<file path="config.mk">
export PLATFORM = sky130hd
export DESIGN_NAME = block_transaction_stream_parser
export DESIGN_NICKNAME = d
export VERILOG_FILES = /design/src/hw/rtl/btsp_pkg.sv /design/src/hw/rtl/block_transaction_stream_parser.sv /design/src/hw/rtl/btsp_fsm.sv
export SDC_FILE = /design/constraint.sdc
export NUM_CORES = 2
export LEC_CHECK = 0
export ABC_CLOCK_PERIOD_IN_PS = 14010
export BUFFER_PORTS_ARGS = -buffer_cell sky130_fd_sc_hd__buf_2
export CAP_MARGIN = 20
export CORE_MARGIN = 1
export CORE_UTILIZATION = 45
export DETAILED_ROUTE_END_ITERATION = 7
export GPL_ROUTABILITY_DRIVEN = 0
export SYNTH_ARGS = -nofsm -noshare
export SYNTH_HDL_FRONTEND = slang
export SYNTH_SLANG_ARGS = --single-unit
</file>
<file path="constraint.sdc">
create_clock -name clock -period 14.01 [get_ports clock]
set_clock_uncertainty 0.05 [all_clocks]
set_input_delay 0.7005 -clock clock [delete_from_list [all_inputs] [get_ports clock]]
set_output_delay 0.7005 -clock clock [all_outputs]
set_load 0.1 [all_outputs]
</file>
<file path="src/hw/rtl/btsp_pkg.sv">
`timescale 1ns / 1ps

package btsp_pkg;

   localparam int unsigned HEADER_BYTES_DEFAULT = 80;

   localparam int unsigned BYTE_W  = 8;
   localparam int unsigned KIND_W  = 5;
   localparam int unsigned COUNT_W = 64;

   localparam logic [BYTE_W-1:0] CSZ_PFX_2 = 8'd253;
   localparam logic [BYTE_W-1:0] CSZ_PFX_4 = 8'd254;

   localparam logic [KIND_W-1:0] KIND_HEADER       = 5'd0;
   localparam logic [KIND_W-1:0] KIND_TXCOUNT      = 5'd1;
   localparam logic [KIND_W-1:0] KIND_VERSION      = 5'd2;
   localparam logic [KIND_W-1:0] KIND_MARKER       = 5'd3;
   localparam logic [KIND_W-1:0] KIND_FLAG         = 5'd4;
   localparam logic [KIND_W-1:0] KIND_INCOUNT      = 5'd5;
   localparam logic [KIND_W-1:0] KIND_PREVHASH     = 5'd6;
   localparam logic [KIND_W-1:0] KIND_PREVINDEX    = 5'd7;
   localparam logic [KIND_W-1:0] KIND_INSCRIPTLEN  = 5'd8;
   localparam logic [KIND_W-1:0] KIND_INSCRIPT     = 5'd9;
   localparam logic [KIND_W-1:0] KIND_SEQUENCE     = 5'd10;
   localparam logic [KIND_W-1:0] KIND_OUTCOUNT     = 5'd11;
   localparam logic [KIND_W-1:0] KIND_VALUE        = 5'd12;
   localparam logic [KIND_W-1:0] KIND_OUTSCRIPTLEN = 5'd13;
   localparam logic [KIND_W-1:0] KIND_OUTSCRIPT    = 5'd14;
   localparam logic [KIND_W-1:0] KIND_WITCOUNT     = 5'd15;
   localparam logic [KIND_W-1:0] KIND_WITLEN       = 5'd16;
   localparam logic [KIND_W-1:0] KIND_WITDATA      = 5'd17;
   localparam logic [KIND_W-1:0] KIND_LOCKTIME     = 5'd18;
   localparam logic [KIND_W-1:0] KIND_TRAILING     = 5'd19;

   typedef struct packed {
      logic [BYTE_W-1:0]  byte_out;
      logic [KIND_W-1:0]  field_kind;
      logic               varint_done;
      logic [COUNT_W-1:0] varint_value;
      logic               tx_end;
      logic               block_done;
      logic               parse_error;
   } result_type;

endpackage

</file>
<file path="src/hw/rtl/block_transaction_stream_parser.sv">
`timescale 1ns / 1ps

// Block transaction stream parser: takes a serialized block one byte per request, skips the
// header (HEADER_BYTES long) and tags every byte with the transaction field it belongs to,
// flagging finished compact-size values, transaction ends, the block end and a sticky
// truncation error. A byte can be accepted every cycle while responses are taken. A request
// is held in the input register from its accepting edge; once the output register is free,
// its response is registered there through the single-pass field decoder, so the input and
// output registers lie between a request and its response; a stalled response holds the
// request behind it. A new block needs a reset.
module block_transaction_stream_parser #(
   parameter int unsigned HEADER_BYTES = btsp_pkg::HEADER_BYTES_DEFAULT
) (
   input  logic                             clock,
   input  logic                             reset,
   input  logic                             req_valid,
   output logic                             req_stall,
   input  logic [btsp_pkg::BYTE_W-1:0]      req_byte_in,
   input  logic                             req_last_byte,
   output logic                             rsp_valid,
   input  logic                             rsp_stall,
   output logic [btsp_pkg::BYTE_W-1:0]      rsp_byte_out,
   output logic [btsp_pkg::KIND_W-1:0]      rsp_field_kind,
   output logic                             rsp_varint_done,
   output logic [btsp_pkg::COUNT_W-1:0]     rsp_varint_value,
   output logic                             rsp_tx_end,
   output logic                             rsp_block_done,
   output logic                             rsp_parse_error
);

   logic                          req_valid_ff, req_valid_in;
   logic [btsp_pkg::BYTE_W-1:0]   req_byte_ff;
   logic                          req_last_ff;
   logic                          rsp_valid_ff, rsp_valid_in;
   btsp_pkg::result_type          rsp_result_ff;
   btsp_pkg::result_type          decoded;
   logic                          out_free;
   logic                          advance;
   logic                          in_load;

   assign out_free  = !rsp_valid_ff || !rsp_stall;
   assign advance   = req_valid_ff && out_free;
   assign req_stall = req_valid_ff && !out_free;
   assign in_load   = req_valid && !req_stall;

   btsp_fsm #(
      .HEADER_BYTES (HEADER_BYTES)
   ) u_fsm (
      .clock     (clock),
      .reset     (reset),
      .advance   (advance),
      .byte_in   (req_byte_ff),
      .last_byte (req_last_ff),
      .result    (decoded)
   );

   always_comb begin
      req_valid_in = req_valid_ff;
      if (in_load) begin
         req_valid_in = 1'b1;
      end else if (advance) begin
         req_valid_in = 1'b0;
      end
      rsp_valid_in = rsp_valid_ff;
      if (advance) begin
         rsp_valid_in = 1'b1;
      end else if (!rsp_stall) begin
         rsp_valid_in = 1'b0;
      end
   end

   always_ff @(posedge clock) begin
      if (reset) begin
         req_valid_ff <= 1'b0;
         rsp_valid_ff <= 1'b0;
      end else begin
         req_valid_ff <= req_valid_in;
         rsp_valid_ff <= rsp_valid_in;
      end
   end

   always_ff @(posedge clock) begin
      if (in_load) begin
         req_byte_ff <= req_byte_in;
         req_last_ff <= req_last_byte;
      end
      if (advance) begin
         rsp_result_ff <= decoded;
      end
   end

   assign rsp_valid        = rsp_valid_ff;
   assign rsp_byte_out     = rsp_result_ff.byte_out;
   assign rsp_field_kind   = rsp_result_ff.field_kind;
   assign rsp_varint_done  = rsp_result_ff.varint_done;
   assign rsp_varint_value = rsp_result_ff.varint_value;
   assign rsp_tx_end       = rsp_result_ff.tx_end;
   assign rsp_block_done   = rsp_result_ff.block_done;
   assign rsp_parse_error  = rsp_result_ff.parse_error;

endmodule

</file>
<file path="src/hw/rtl/btsp_fsm.sv">
`timescale 1ns / 1ps

module btsp_fsm #(
   parameter int unsigned HEADER_BYTES = btsp_pkg::HEADER_BYTES_DEFAULT
) (
   input  logic                            clock,
   input  logic                            reset,
   input  logic                            advance,
   input  logic [btsp_pkg::BYTE_W-1:0]     byte_in,
   input  logic                            last_byte,
   output btsp_pkg::result_type            result
);

   typedef enum logic [20:0] {
      PH_HEADER       = 21'h000001,
      PH_TXCOUNT      = 21'h000002,
      PH_VERSION      = 21'h000004,
      PH_FLAG         = 21'h000008,
      PH_INCOUNT      = 21'h000010,
      PH_PREVHASH     = 21'h000020,
      PH_PREVINDEX    = 21'h000040,
      PH_INSCRIPTLEN  = 21'h000080,
      PH_INSCRIPT     = 21'h000100,
      PH_SEQUENCE     = 21'h000200,
      PH_OUTCOUNT     = 21'h000400,
      PH_VALUE        = 21'h000800,
      PH_OUTSCRIPTLEN = 21'h001000,
      PH_OUTSCRIPT    = 21'h002000,
      PH_WITCOUNT     = 21'h004000,
      PH_WITLEN       = 21'h008000,
      PH_WITDATA      = 21'h010000,
      PH_LOCKTIME     = 21'h020000,
      PH_TRAILING     = 21'h040000,
      PH_INCOUNT0     = 21'h080000,
      PH_SPARE        = 21'h100000
   } phase_type;

   localparam int unsigned CW = btsp_pkg::COUNT_W;
   localparam logic [7:0] HEADER_LEN = 8'(HEADER_BYTES);

   phase_type        phase_ff, phase_in;
   logic [7:0]       fixed_left_ff, fixed_left_in;
   logic [CW-1:0]    varint_accum_ff, varint_accum_in;
   logic [3:0]       varint_left_ff, varint_left_in;
   logic [2:0]       vi_pos_ff, vi_pos_in;
   logic [CW-1:0]    txs_left_ff, txs_left_in;
   logic [CW-1:0]    inputs_total_ff, inputs_total_in;
   logic [CW-1:0]    inputs_left_ff, inputs_left_in;
   logic [CW-1:0]    outputs_left_ff, outputs_left_in;
   logic [CW-1:0]    wit_inputs_left_ff, wit_inputs_left_in;
   logic [CW-1:0]    wit_items_left_ff, wit_items_left_in;
   logic [CW-1:0]    payload_left_ff, payload_left_in;
   logic             witness_on_ff, witness_on_in;
   logic             error_seen_ff, error_seen_in;
   logic             finished_ff, finished_in;

   logic             feed_done;
   logic [CW-1:0]    feed_value;
   logic [CW-1:0]    feed_accum;
   logic [3:0]       feed_left;
   logic [2:0]       feed_pos;
   logic [CW-1:0]    feed_merged;

   logic [7:0]       fixed_dec;
   logic [CW-1:0]    txs_dec;
   logic [CW-1:0]    inputs_dec;
   logic [CW-1:0]    outputs_dec;
   logic [CW-1:0]    wit_inputs_dec;
   logic [CW-1:0]    wit_items_dec;
   logic [CW-1:0]    payload_dec;

   logic                           vdone;
   logic                           txend;
   logic                           bdone;
   logic [btsp_pkg::KIND_W-1:0]    kind;

   assign fixed_dec      = fixed_left_ff - {7'd0, |fixed_left_ff};
   assign txs_dec        = txs_left_ff - {{(CW-1){1'b0}}, |txs_left_ff};
   assign inputs_dec     = inputs_left_ff - {{(CW-1){1'b0}}, |inputs_left_ff};
   assign outputs_dec    = outputs_left_ff - {{(CW-1){1'b0}}, |outputs_left_ff};
   assign wit_inputs_dec = wit_inputs_left_ff - {{(CW-1){1'b0}}, |wit_inputs_left_ff};
   assign wit_items_dec  = wit_items_left_ff - {{(CW-1){1'b0}}, |wit_items_left_ff};
   assign payload_dec    = payload_left_ff - {{(CW-1){1'b0}}, |payload_left_ff};

   assign feed_merged = varint_accum_ff
                      | ({{(CW-8){1'b0}}, byte_in} << {vi_pos_ff, 3'b000});

   // compact-size decode, one byte per request
   always_comb begin
      feed_done  = 1'b0;
      feed_value = '0;
      feed_accum = varint_accum_ff;
      feed_left  = varint_left_ff;
      feed_pos   = vi_pos_ff;
      if (varint_left_ff == 4'd0) begin
         if (byte_in < btsp_pkg::CSZ_PFX_2) begin
            feed_done  = 1'b1;
            feed_value = {{(CW-8){1'b0}}, byte_in};
         end else begin
            feed_accum = '0;
            feed_pos   = 3'd0;
            if (byte_in == btsp_pkg::CSZ_PFX_2) begin
               feed_left = 4'd2;
            end else if (byte_in == btsp_pkg::CSZ_PFX_4) begin
               feed_left = 4'd4;
            end else begin
               feed_left = 4'd8;
            end
         end
      end else begin
         feed_accum = feed_merged;
         feed_pos   = vi_pos_ff + 3'd1;
         feed_left  = varint_left_ff - 4'd1;
         if (varint_left_ff == 4'd1) begin
            feed_done  = 1'b1;
            feed_value = feed_merged;
         end
      end
   end

   always_comb begin
      phase_in           = phase_ff;
      fixed_left_in      = fixed_left_ff;
      varint_accum_in    = varint_accum_ff;
      varint_left_in     = varint_left_ff;
      vi_pos_in          = vi_pos_ff;
      txs_left_in        = txs_left_ff;
      inputs_total_in    = inputs_total_ff;
      inputs_left_in     = inputs_left_ff;
      outputs_left_in    = outputs_left_ff;
      wit_inputs_left_in = wit_inputs_left_ff;
      wit_items_left_in  = wit_items_left_ff;
      payload_left_in    = payload_left_ff;
      witness_on_in      = witness_on_ff;
      error_seen_in      = error_seen_ff;
      finished_in        = finished_ff;
      vdone              = 1'b0;
      txend              = 1'b0;
      bdone              = 1'b0;
      kind               = btsp_pkg::KIND_TRAILING;

      unique case (phase_ff) inside
         PH_HEADER: begin
            kind          = btsp_pkg::KIND_HEADER;
            fixed_left_in = fixed_dec;
            if (fixed_dec == 8'd0) begin
               phase_in = PH_TXCOUNT;
            end
         end
         PH_TXCOUNT: begin
            kind           = btsp_pkg::KIND_TXCOUNT;
            vdone          = feed_done;
            varint_accum_in = feed_accum;
            varint_left_in = feed_left;
            vi_pos_in      = feed_pos;
            if (feed_done) begin
               txs_left_in = feed_value;
               if (feed_value == '0) begin
                  finished_in = 1'b1;
                  bdone       = 1'b1;
                  phase_in    = PH_TRAILING;
               end else begin
                  phase_in      = PH_VERSION;
                  fixed_left_in = 8'd4;
               end
            end
         end
         PH_VERSION: begin
            kind          = btsp_pkg::KIND_VERSION;
            fixed_left_in = fixed_dec;
            if (fixed_dec == 8'd0) begin
               phase_in        = PH_INCOUNT0;
               witness_on_in   = 1'b0;
               inputs_total_in = '0;
            end
         end
         PH_INCOUNT0, PH_INCOUNT: begin
            if (phase_ff == PH_INCOUNT0 && varint_left_ff == 4'd0 && byte_in == 8'd0) begin
               kind = btsp_pkg::KIND_MARKER;
            end else begin
               kind = btsp_pkg::KIND_INCOUNT;
            end
            vdone           = feed_done;
            varint_accum_in = feed_accum;
            varint_left_in  = feed_left;
            vi_pos_in       = feed_pos;
            if (feed_done) begin
               inputs_total_in = feed_value;
               inputs_left_in  = feed_value;
               if (feed_value != '0) begin
                  phase_in      = PH_PREVHASH;
                  fixed_left_in = 8'd32;
               end else if (phase_ff == PH_INCOUNT0) begin
                  phase_in = PH_FLAG;
               end else begin
                  phase_in = PH_OUTCOUNT;
               end
            end
         end
         PH_FLAG: begin
            kind          = btsp_pkg::KIND_FLAG;
            witness_on_in = byte_in[0];
            if (byte_in != 8'd0) begin
               phase_in = PH_INCOUNT;
            end else begin
               outputs_left_in = '0;
               phase_in        = PH_LOCKTIME;
               fixed_left_in   = 8'd4;
            end
         end
         PH_PREVHASH: begin
            kind          = btsp_pkg::KIND_PREVHASH;
            fixed_left_in = fixed_dec;
            if (fixed_dec == 8'd0) begin
               phase_in      = PH_PREVINDEX;
               fixed_left_in = 8'd4;
            end
         end
         PH_PREVINDEX: begin
            kind          = btsp_pkg::KIND_PREVINDEX;
            fixed_left_in = fixed_dec;
            if (fixed_dec == 8'd0) begin
               phase_in = PH_INSCRIPTLEN;
            end
         end
         PH_INSCRIPTLEN: begin
            kind            = btsp_pkg::KIND_INSCRIPTLEN;
            vdone           = feed_done;
            varint_accum_in = feed_accum;
            varint_left_in  = feed_left;
            vi_pos_in       = feed_pos;
            if (feed_done) begin
               payload_left_in = feed_value;
               if (feed_value != '0) begin
                  phase_in = PH_INSCRIPT;
               end else begin
                  phase_in      = PH_SEQUENCE;
                  fixed_left_in = 8'd4;
               end
            end
         end
         PH_INSCRIPT: begin
            kind            = btsp_pkg::KIND_INSCRIPT;
            payload_left_in = payload_dec;
            if (payload_dec == '0) begin
               phase_in      = PH_SEQUENCE;
               fixed_left_in = 8'd4;
            end
         end
         PH_SEQUENCE: begin
            kind          = btsp_pkg::KIND_SEQUENCE;
            fixed_left_in = fixed_dec;
            if (fixed_dec == 8'd0) begin
               inputs_left_in = inputs_dec;
               if (inputs_dec != '0) begin
                  phase_in      = PH_PREVHASH;
                  fixed_left_in = 8'd32;
               end else begin
                  phase_in = PH_OUTCOUNT;
               end
            end
         end
         PH_OUTCOUNT: begin
            kind            = btsp_pkg::KIND_OUTCOUNT;
            vdone           = feed_done;
            varint_accum_in = feed_accum;
            varint_left_in  = feed_left;
            vi_pos_in       = feed_pos;
            if (feed_done) begin
               outputs_left_in = feed_value;
               if (feed_value != '0) begin
                  phase_in      = PH_VALUE;
                  fixed_left_in = 8'd8;
               end else if (witness_on_ff && inputs_total_ff != '0) begin
                  wit_inputs_left_in = inputs_total_ff;
                  phase_in           = PH_WITCOUNT;
               end else begin
                  phase_in      = PH_LOCKTIME;
                  fixed_left_in = 8'd4;
               end
            end
         end
         PH_VALUE: begin
            kind          = btsp_pkg::KIND_VALUE;
            fixed_left_in = fixed_dec;
            if (fixed_dec == 8'd0) begin
               phase_in = PH_OUTSCRIPTLEN;
            end
         end
         PH_OUTSCRIPTLEN, PH_OUTSCRIPT: begin
            if (phase_ff == PH_OUTSCRIPTLEN) begin
               kind            = btsp_pkg::KIND_OUTSCRIPTLEN;
               vdone           = feed_done;
               varint_accum_in = feed_accum;
               varint_left_in  = feed_left;
               vi_pos_in       = feed_pos;
               if (feed_done) begin
                  payload_left_in = feed_value;
               end
            end else begin
               kind            = btsp_pkg::KIND_OUTSCRIPT;
               payload_left_in = payload_dec;
            end
            if (phase_ff == PH_OUTSCRIPTLEN && feed_done && feed_value != '0) begin
               phase_in = PH_OUTSCRIPT;
            end else if ((phase_ff == PH_OUTSCRIPTLEN && feed_done)
                         || (phase_ff == PH_OUTSCRIPT && payload_dec == '0)) begin
               outputs_left_in = outputs_dec;
               if (outputs_dec != '0) begin
                  phase_in      = PH_VALUE;
                  fixed_left_in = 8'd8;
               end else if (witness_on_ff && inputs_total_ff != '0) begin
                  wit_inputs_left_in = inputs_total_ff;
                  phase_in           = PH_WITCOUNT;
               end else begin
                  phase_in      = PH_LOCKTIME;
                  fixed_left_in = 8'd4;
               end
            end
         end
         PH_WITCOUNT: begin
            kind            = btsp_pkg::KIND_WITCOUNT;
            vdone           = feed_done;
            varint_accum_in = feed_accum;
            varint_left_in  = feed_left;
            vi_pos_in       = feed_pos;
            if (feed_done) begin
               wit_items_left_in = feed_value;
               if (feed_value != '0) begin
                  phase_in = PH_WITLEN;
               end else begin
                  wit_inputs_left_in = wit_inputs_dec;
                  if (wit_inputs_dec != '0) begin
                     phase_in = PH_WITCOUNT;
                  end else begin
                     phase_in      = PH_LOCKTIME;
                     fixed_left_in = 8'd4;
                  end
               end
            end
         end
         PH_WITLEN, PH_WITDATA: begin
            if (phase_ff == PH_WITLEN) begin
               kind            = btsp_pkg::KIND_WITLEN;
               vdone           = feed_done;
               varint_accum_in = feed_accum;
               varint_left_in  = feed_left;
               vi_pos_in       = feed_pos;
               if (feed_done) begin
                  payload_left_in = feed_value;
               end
            end else begin
               kind            = btsp_pkg::KIND_WITDATA;
               payload_left_in = payload_dec;
            end
            if (phase_ff == PH_WITLEN && feed_done && feed_value != '0) begin
               phase_in = PH_WITDATA;
            end else if ((phase_ff == PH_WITLEN && feed_done)
                         || (phase_ff == PH_WITDATA && payload_dec == '0)) begin
               wit_items_left_in = wit_items_dec;
               if (wit_items_dec != '0) begin
                  phase_in = PH_WITLEN;
               end else begin
                  wit_inputs_left_in = wit_inputs_dec;
                  if (wit_inputs_dec != '0) begin
                     phase_in = PH_WITCOUNT;
                  end else begin
                     phase_in      = PH_LOCKTIME;
                     fixed_left_in = 8'd4;
                  end
               end
            end
         end
         PH_LOCKTIME: begin
            kind          = btsp_pkg::KIND_LOCKTIME;
            fixed_left_in = fixed_dec;
            if (fixed_dec == 8'd0) begin
               txend       = 1'b1;
               txs_left_in = txs_dec;
               if (txs_dec == '0) begin
                  finished_in = 1'b1;
                  bdone       = 1'b1;
                  phase_in    = PH_TRAILING;
               end else begin
                  phase_in      = PH_VERSION;
                  fixed_left_in = 8'd4;
               end
            end
         end
         default: begin
            kind     = btsp_pkg::KIND_TRAILING;
            phase_in = PH_TRAILING;
         end
      endcase

      if (last_byte) begin
         if (!finished_in) begin
            error_seen_in = 1'b1;
         end
         phase_in       = PH_TRAILING;
         varint_left_in = 4'd0;
      end
   end

   assign result.byte_out     = byte_in;
   assign result.field_kind   = kind;
   assign result.varint_done  = vdone;
   assign result.varint_value = vdone ? feed_value : '0;
   assign result.tx_end       = txend;
   assign result.block_done   = bdone;
   assign result.parse_error  = error_seen_in;

   always_ff @(posedge clock) begin
      if (reset) begin
         phase_ff           <= (HEADER_LEN == 8'd0) ? PH_TXCOUNT : PH_HEADER;
         fixed_left_ff      <= HEADER_LEN;
         varint_accum_ff    <= '0;
         varint_left_ff     <= 4'd0;
         vi_pos_ff          <= 3'd0;
         txs_left_ff        <= '0;
         inputs_total_ff    <= '0;
         inputs_left_ff     <= '0;
         outputs_left_ff    <= '0;
         wit_inputs_left_ff <= '0;
         wit_items_left_ff  <= '0;
         payload_left_ff    <= '0;
         witness_on_ff      <= 1'b0;
         error_seen_ff      <= 1'b0;
         finished_ff        <= 1'b0;
      end else if (advance) begin
         phase_ff           <= phase_in;
         fixed_left_ff      <= fixed_left_in;
         varint_accum_ff    <= varint_accum_in;
         varint_left_ff     <= varint_left_in;
         vi_pos_ff          <= vi_pos_in;
         txs_left_ff        <= txs_left_in;
         inputs_total_ff    <= inputs_total_in;
         inputs_left_ff     <= inputs_left_in;
         outputs_left_ff    <= outputs_left_in;
         wit_inputs_left_ff <= wit_inputs_left_in;
         wit_items_left_ff  <= wit_items_left_in;
         payload_left_ff    <= payload_left_in;
         witness_on_ff      <= witness_on_in;
         error_seen_ff      <= error_seen_in;
         finished_ff        <= finished_in;
      end
   end

endmodule

</file>
* Word level (Yosys, flattened, before mapping)
Cells that the tools add are included.
** Word-level totals
- Flip-flop bits (word level) :: 643
- Input port bits :: 13
- Output and inout port bits :: 83
- Logic and storage cells :: 307
** Cells by class
- $add $sub $neg :: 9
- Magnitude comparators :: 1
- Equal/unequal tests :: 63
- Shift operators :: 1
- Mux-type cells :: 138
- Bitwise gates (word level) :: 1
- Reductions and logical operators :: 68
** Operators by type and width (number)
- $mux 64 :: 29
- $pmux 64 s2 :: 4
- $pmux 64 s4 :: 2
- $mux 21 :: 22
- $pmux 64 s3 :: 2
- $reduce_bool 64->1 :: 6
- $reduce_or 64->1 :: 6
- $sub 64x1->64 :: 6
- $pmux 21 s16 :: 1
- $mux 8 :: 26
- $logic_not 64->1 :: 3
- $pmux 8 s13 :: 1
- $pmux 5 s16 :: 1
- $or 64x64->64 :: 1
- $shl 8x6->64 :: 1
- $mux 18 :: 3
- $mux 19 :: 2
- $mux 11 :: 3
- $mux 4 :: 7
- $ne 2x1->1 const B :: 12
- $ne 2x2->1 const B :: 12
- $ne 3x2->1 const B :: 8
- $mux 1 :: 22
- $eq 21x1->1 const B :: 1
- 55 further kinds :: 100

* Longest topological paths before layout
- Word-level depth :: 10
- Gate-level depth with buffers :: 24
- Depth with buffers taken out :: 19

* Modules after synthesis
Synthesis repeated with hierarchy kept, for this count alone.
** Unflattened totals
- Cell total of the unflattened synthesis :: 5988
- Area total of the unflattened synthesis :: 42547.1 sq um
** By module, submodules not included
- btsp_fsm :: instances 1, cells an instance 5888, area an instance 39758.1 sq um, sequential area each 11010.6 sq um
- block_transaction_stream_parser :: instances 1, cells an instance 100, area an instance 2788.9 sq um, sequential area each 2742.6 sq um

* Worst setup path after synthesis
No wires, ideal clock.
- Path type :: reg-to-reg
- From :: reg u_fsm.outputs_left_ff[36]
- To :: reg u_fsm.wit_inputs_left_ff[52]
- Setup time :: 0.132 ns
- Arrival time :: 5.561 ns
- Required time :: 13.828 ns
- Setup slack :: 8.267 ns
- Stages on the path, launching flop included :: 23
- Path buffers :: 5
- Clock period less this slack :: 5.743 ns
- Cell sequence :: dfxtp_1 -> clkbuf_1 -> nor2_1 -> or4b_1 -> buf_2 -> nor4_1 -> nand2_1 -> ha_1 -> ha_1 -> nor3b_1 -> nand4_1 -> clkbuf_1 -> nor4_1 -> xnor2_1 -> o2111ai_1 -> or4b_1 -> or4_4 -> o31ai_4 -> o211ai_4 -> buf_6 -> clkbuf_1 -> o21ai_0 -> a21oi_1
** Between the ends
- Word-level cells in the longest chain between the ends :: 5
** Ends and longest elaborated chain
- start: declaration :: RTL line btsp_fsm.sv:49 : logic [CW-1:0] outputs_left_ff, outputs_left_in;
- start signal: assignment :: RTL line btsp_fsm.sv:439 : outputs_left_ff <= outputs_left_in;
- $reduce_or 64->1 :: RTL line btsp_fsm.sv:80 : assign outputs_dec = outputs_left_ff - {{(CW-1){1'b0}}, |outputs_left_ff};
- $sub 64x1->64 (*) :: RTL line btsp_fsm.sv:80
- $reduce_bool 64->1 (*) :: RTL line btsp_fsm.sv:309 : if (outputs_dec != '0) begin
- $ne 2x2->1 (no source line) (*)
- $reduce_and 12->1 (no source line) (*)
- end signal: assignment :: RTL line btsp_fsm.sv:440 : wit_inputs_left_ff <= wit_inputs_left_in;
- end: declaration :: RTL line btsp_fsm.sv:50 : logic [CW-1:0] wit_inputs_left_ff, wit_inputs_left_in;
Mark *: on every way between the ends. The rest lies on a longest branch, timed or not.
A chain may end at the register's enable or synchronous reset.

* Worst setup path in the final report
- From :: reg u_fsm.payload_left_ff[9]
- To :: reg u_fsm.wit_inputs_left_ff[1]
** Between the ends
- Word-level cells in the longest chain between the ends :: 7
- Elaborated cells between the ends (all ways) :: 10
- Those cells by class :: add/sub (1); eq/ne (2); reduce/logical (7)
** Ends and longest elaborated chain
- start: declaration :: RTL line btsp_fsm.sv:52 : logic [CW-1:0] payload_left_ff, payload_left_in;
- start signal: assignment :: RTL line btsp_fsm.sv:442 : payload_left_ff <= payload_left_in;
- $reduce_or 64->1 :: RTL line btsp_fsm.sv:83 : assign payload_dec = payload_left_ff - {{(CW-1){1'b0}}, |payload_left_ff};
- $sub 64x1->64 (*) :: RTL line btsp_fsm.sv:83
- $logic_not 64->1 (*) :: RTL line btsp_fsm.sv:307, btsp_fsm.sv:359
- $logic_and 1x1->1 (on tied branches) :: RTL line btsp_fsm.sv:359, btsp_fsm.sv:307
- $logic_or 1x1->1 (on tied branches) :: RTL line btsp_fsm.sv:359, btsp_fsm.sv:307
- $ne 2x1->1 (no source line)
- $reduce_and 12->1 (no source line) (*)
Marks and branches as above.

==> impl_summary.md <==
Floorplanning
For this design the top-level I/O count stands at 96. The total die area is 94100 um2. In this run the core area contains approximately 110 standard-cell rows. The die is 307 um wide. The area inside the core boundary is 91800 um2. The die is 307 um tall. Once the floorplan was initialized, standard cells occupied 45.5% of the core.

STA
The hold slack is 178 ps. Static timing analysis puts the maximum clock frequency at ~0.13 GHz. The total setup violations reported at the end of the flow is 0. Setup repair after global routing left no endpoint under its margin.

The worst path in the final design needs a cycle of 7620 ps, including I/O delays and setup. The ratio of final minimum period to clock period is about 54%. Setup total negative slack on the finished layout was measured at 0 ps. At the pin with the least slew margin, the transition time is about 1400 ps. The final hold violation count came to 0. Headroom to the max-slew limit came out at 9.90%. The count of final max-slew check failures came to 0. The minimum setup slack in the final design is 6390 ps.

Routing
The first-pass iteration count of the detailed router is 8. The routed layout has 47500 vias. The starting DRC count in detailed routing is 6985. The mean routed wirelength per cell is 26.3 um.

The via density per instance is 6.73. The number of nets with antenna violations after detailed routing is 0. The final layout contains routed wiring with a total length of ~190000 um. In the routed design, unresolved DRC markers number 0.

CTS
After clock tree synthesis, the clock-pin slew on the worst setup and hold paths is around 60 ps. Clock latency on the worst-skew pair, taken at its later pin, is between 600 and 700 ps. The count of instances resized after the clock tree is built is 0. Post-CTS timing repair inserted 0 buffers for setup.

In this run the number of H-tree levels came out at 3. The number of buffers inserted for hold repair after clock tree synthesis is 0. The number of buffers created by CTS is 77. TritonCTS built the clock tree. The clock root buffer is clkbuf_16. The CTS sink count is 642. No sink is reached through more buffers than the 3 on the longest clock path.

GRT
The most used routing layer in global routing is met2. For met1 alone, demand over resource in global routing was roughly half. The number of global-route vias before repair came to 41800. The total congestion overflow after global routing is 0. The number of antenna violations at the first check in global routing is 17. The first-pass GRT wire length is between 200000 and 300000 um. Global routing consumed, over all layers together, 38.1% of the routing resources. The pin count of the biggest net entering global routing is 181. The fraction of met2 tracks used by global routing is 52.5%. The global routing met3 resource utilization is 10.6%.

Min path
The worst hold path begins at req_byte_in[7]. The path class of the tightest hold or removal check is input port to flip-flop. The hold path endpoint is req_byte_ff[7]. Along the worst hold path, the cell count comes to 1.

Place
Timing analysis after detailed placement gives a worst setup slack of between 6000 and 7000 ps. The total placed instance area is 43500 um2. The post-DP HPWL is 125000 um. The total instance count after detailed placement is 6909. Port buffering added 95 buffers.

Synth
The synthesized netlist occupies a cell area of about 42000 um2. For this run, asynchronously set or reset flops after synthesis account for 0%. In the synthesized netlist the dominant register cell turns out to be dfxtp_1. The register bit count reported by yosys is about 640. The number of nets in the synthesized netlist is between 5000 and 6000. The synthesized netlist cell count is 5896. The number of warnings printed during yosys synthesis is 0. The number of synthesized flops with an enable pin is 90. After synthesis, the mean cell area works out to 7.09 um2.

Sequential cells were found to cover 32.9% of the synthesized design area. The distinct cell type count after synthesis is 89.

Setup path
Counting cells, the worst reg-to-reg path comes to 19. The worst setup path is captured at a flip-flop. The critical path is of the flip-flop to flip-flop type. The arrival time of the worst setup path is 8150 ps. Setup slack on the worst reg-to-reg path comes out at 6390 ps. The endpoint of the lowest-slack register-to-register path is u_fsm.wit_inputs_left_ff[1]. In this run the worst path has a maximum fanout of 67. The startpoint type of the worst setup path is a flip-flop. The launch instance of the worst register-to-register path is u_fsm.payload_left_ff[9]. The data required time of the critical path is between 10000 and 15000 ps.

Final layout
Counting the fill cells in the layout gives 9170. Summing all multi-input logic gate instances after layout gives between 20000 and 30000 um2. The net total in the final layout is 5781. The post-route netlist has between 8 and 9% of its cells at a drive strength greater than 1. The area occupied by registers is 13800 um2.

Once layout is done, the placed cells without fillers occupy 46100 um2. The layout overhead on the synthesized area is 10.3%. After the flow finishes, the layout carries non-filler instances totaling 7059.

Run
The number of violations of the max-capacitance limit is 0.

Run status
The run finished with clean final reports.

Power
The standby leakage power is 0.0166 uW. For this design the ratio of total power to cell area is 91.2 nW/um2. IR analysis of the VDD net gives a maximum drop of 0.0000857 V.
==> worst max-delay path, stage by stage (launching register included) <==
cell	delay, ps
dfxtp_1	440
nor4_1	940
nand2_1	480
nor4_1	330
nand3_1	160
ha_1	240
ha_1	250
or4b_2	310
nor3_1	60
a2111oi_0	470
o2111ai_1	240
or4bb_1	520
nor4_1	420
nand4_1	630
a211oi_1	670
o211ai_4	120
buf_4	310
buf_4	400
a211o_1	340
a21oi_1	130
==> power breakdown <==
group	switching (uW)	leakage, uW	internal, uW	total (uW)
Clock	890	0.00124	1170	2060
Sequential	10.5	0.00526	1880	1890
Combinational	208	0.0101	44.8	253
==> routing by layer <==
layer / routed length, um / share of wire, %
met1: 74100 / 40
met2: 73600 / 40
met3: 23900 / 13
met4: 14000 / 7.5
met5: 57 / 0.031
==> area by class of cell <==
| type | instances | area share [%] |
|---|---|---|
| Clock buffer | 98 | 4.61 |
| Inverter | 73 | 0.600 |
| Multi-Input combinational cell | 4706 | 57.0 |
| Tap cell | 1243 | 3.37 |
| Timing Repair Buffer | 251 | 3.72 |
| Clock inverter | 37 | 0.789 |
| Antenna cell | 9 | 0.0488 |
| Sequential cell | 642 | 29.8 |
==> synthesized netlist by cell type (22+ instances only) <==
library cell,count,area [um2]
nor2b_1,23,144
xnor2_1,105,920
nor3_1,346,1730
nor3b_1,29,218
edfxtp_1,90,2700
o21a_1,25,188
nand4_1,144,901
nand2_1,614,2300
nor4_1,280,1750
o31ai_1,38,285
a22oi_1,97,728
or4_1,69,518
and2_1,28,175
or2_0,33,206
nand3b_1,32,240
inv_1,73,274
o32ai_1,43,377
o21ai_0,418,2090
nor2_1,784,2940
a211oi_1,42,315
a21o_1,29,218
o21ai_1,24,120
and3_1,29,181
or2_2,35,219
nor4b_1,37,324
a31oi_1,53,332
xor2_1,68,596
buf_1,22,82.6
clkbuf_1,444,1670
a21oi_1,590,2950
nand2b_1,39,244
nand3_1,192,961
dfxtp_1,552,11100
and4_1,23,201
nand4b_1,22,193
or3_1,109,682
o22ai_1,55,344
o211ai_1,30,225
==> worst max-delay path by stage <==
stage | start | cells after the start | to
after floorplan | u_fsm.outputs_left_ff[36] | 22 | u_fsm.wit_inputs_left_ff[52]
after global placement | u_fsm.payload_left_ff[53] | 22 | u_fsm.wit_inputs_left_ff[1]
after detailed placement | u_fsm.payload_left_ff[9] | 20 | u_fsm.wit_inputs_left_ff[31]
after CTS | u_fsm.payload_left_ff[9] | 20 | u_fsm.wit_inputs_left_ff[1]
after global routing | u_fsm.payload_left_ff[9] | 19 | u_fsm.wit_inputs_left_ff[1]
final | u_fsm.payload_left_ff[9] | 19 | u_fsm.wit_inputs_left_ff[1]
==> cell usage in the layout (no fill, tap or decap), drive strengths merged, types with 29 or more instances in the layout <==
| master | count |
|---|---|
| nand4 | 144 |
| xnor2 | 105 |
| nand2 | 614 |
| o31ai | 39 |
| or2 | 68 |
| o21ai | 442 |
| a21oi | 590 |
| nor3b | 29 |
| nand3b | 32 |
| or3 | 109 |
| and2 | 31 |
| a21o | 29 |
| a211oi | 42 |
| clkbuf | 100 |
| nor2 | 784 |
| edfxtp | 90 |
| nand3 | 192 |
| xor2 | 68 |
| a31oi | 53 |
| or4 | 73 |
| o211ai | 31 |
| and3 | 29 |
| inv | 82 |
| buf | 249 |
| nand2b | 39 |
| o32ai | 43 |
| nor4b | 37 |
| dfxtp | 552 |
| a22oi | 97 |
| nor3 | 346 |
| o22ai | 55 |
| nor4 | 283 |
==> per-stage QoR <==
stage	util, %	total power [uW]
5_1_grt	50.2	4310
3_3_place_gp	47.4	2180
6_report	50.2	4210
4_1_cts	50.1	4210
2_1_floorplan	-	2110
3_5_place_dp	47.4	2180
==> flip-flops by register name, indices dropped and copies added (netlist names), 3 cells and up <==
| name | flops |
|---|---|
| u_fsm.inputs_left_ff | 64 |
| u_fsm.phase_ff | 20 |
| u_fsm.varint_accum_ff | 64 |
| u_fsm.fixed_left_ff | 8 |
| u_fsm.txs_left_ff | 64 |
| req_byte_ff | 8 |
| u_fsm.wit_inputs_left_ff | 64 |
| u_fsm.vi_pos_ff | 3 |
| u_fsm.varint_left_ff | 4 |
| rsp_field_kind | 5 |
| u_fsm.wit_items_left_ff | 64 |
| u_fsm.payload_left_ff | 64 |
| rsp_varint_value | 64 |
| rsp_byte_out | 8 |
| u_fsm.inputs_total_ff | 64 |
| u_fsm.outputs_left_ff | 64 |
==> kinds of logic after synthesis <==
| logic type | Yosys count | synth area share (%) |
|---|---|---|
| DFF | 642 | 32.9 |
| and+or+nand+nor | 2911 | 34.8 |
| muxes | 8 | 0.195 |
| AOI/OAI and AO/OA | 1597 | 22.9 |
| xor gates and xnor gates | 173 | 3.63 |
| buffers and inverters | 548 | 5.01 |
| adders and majority gates | 17 | 0.509 |
Power figures use the tool's default switching activity.
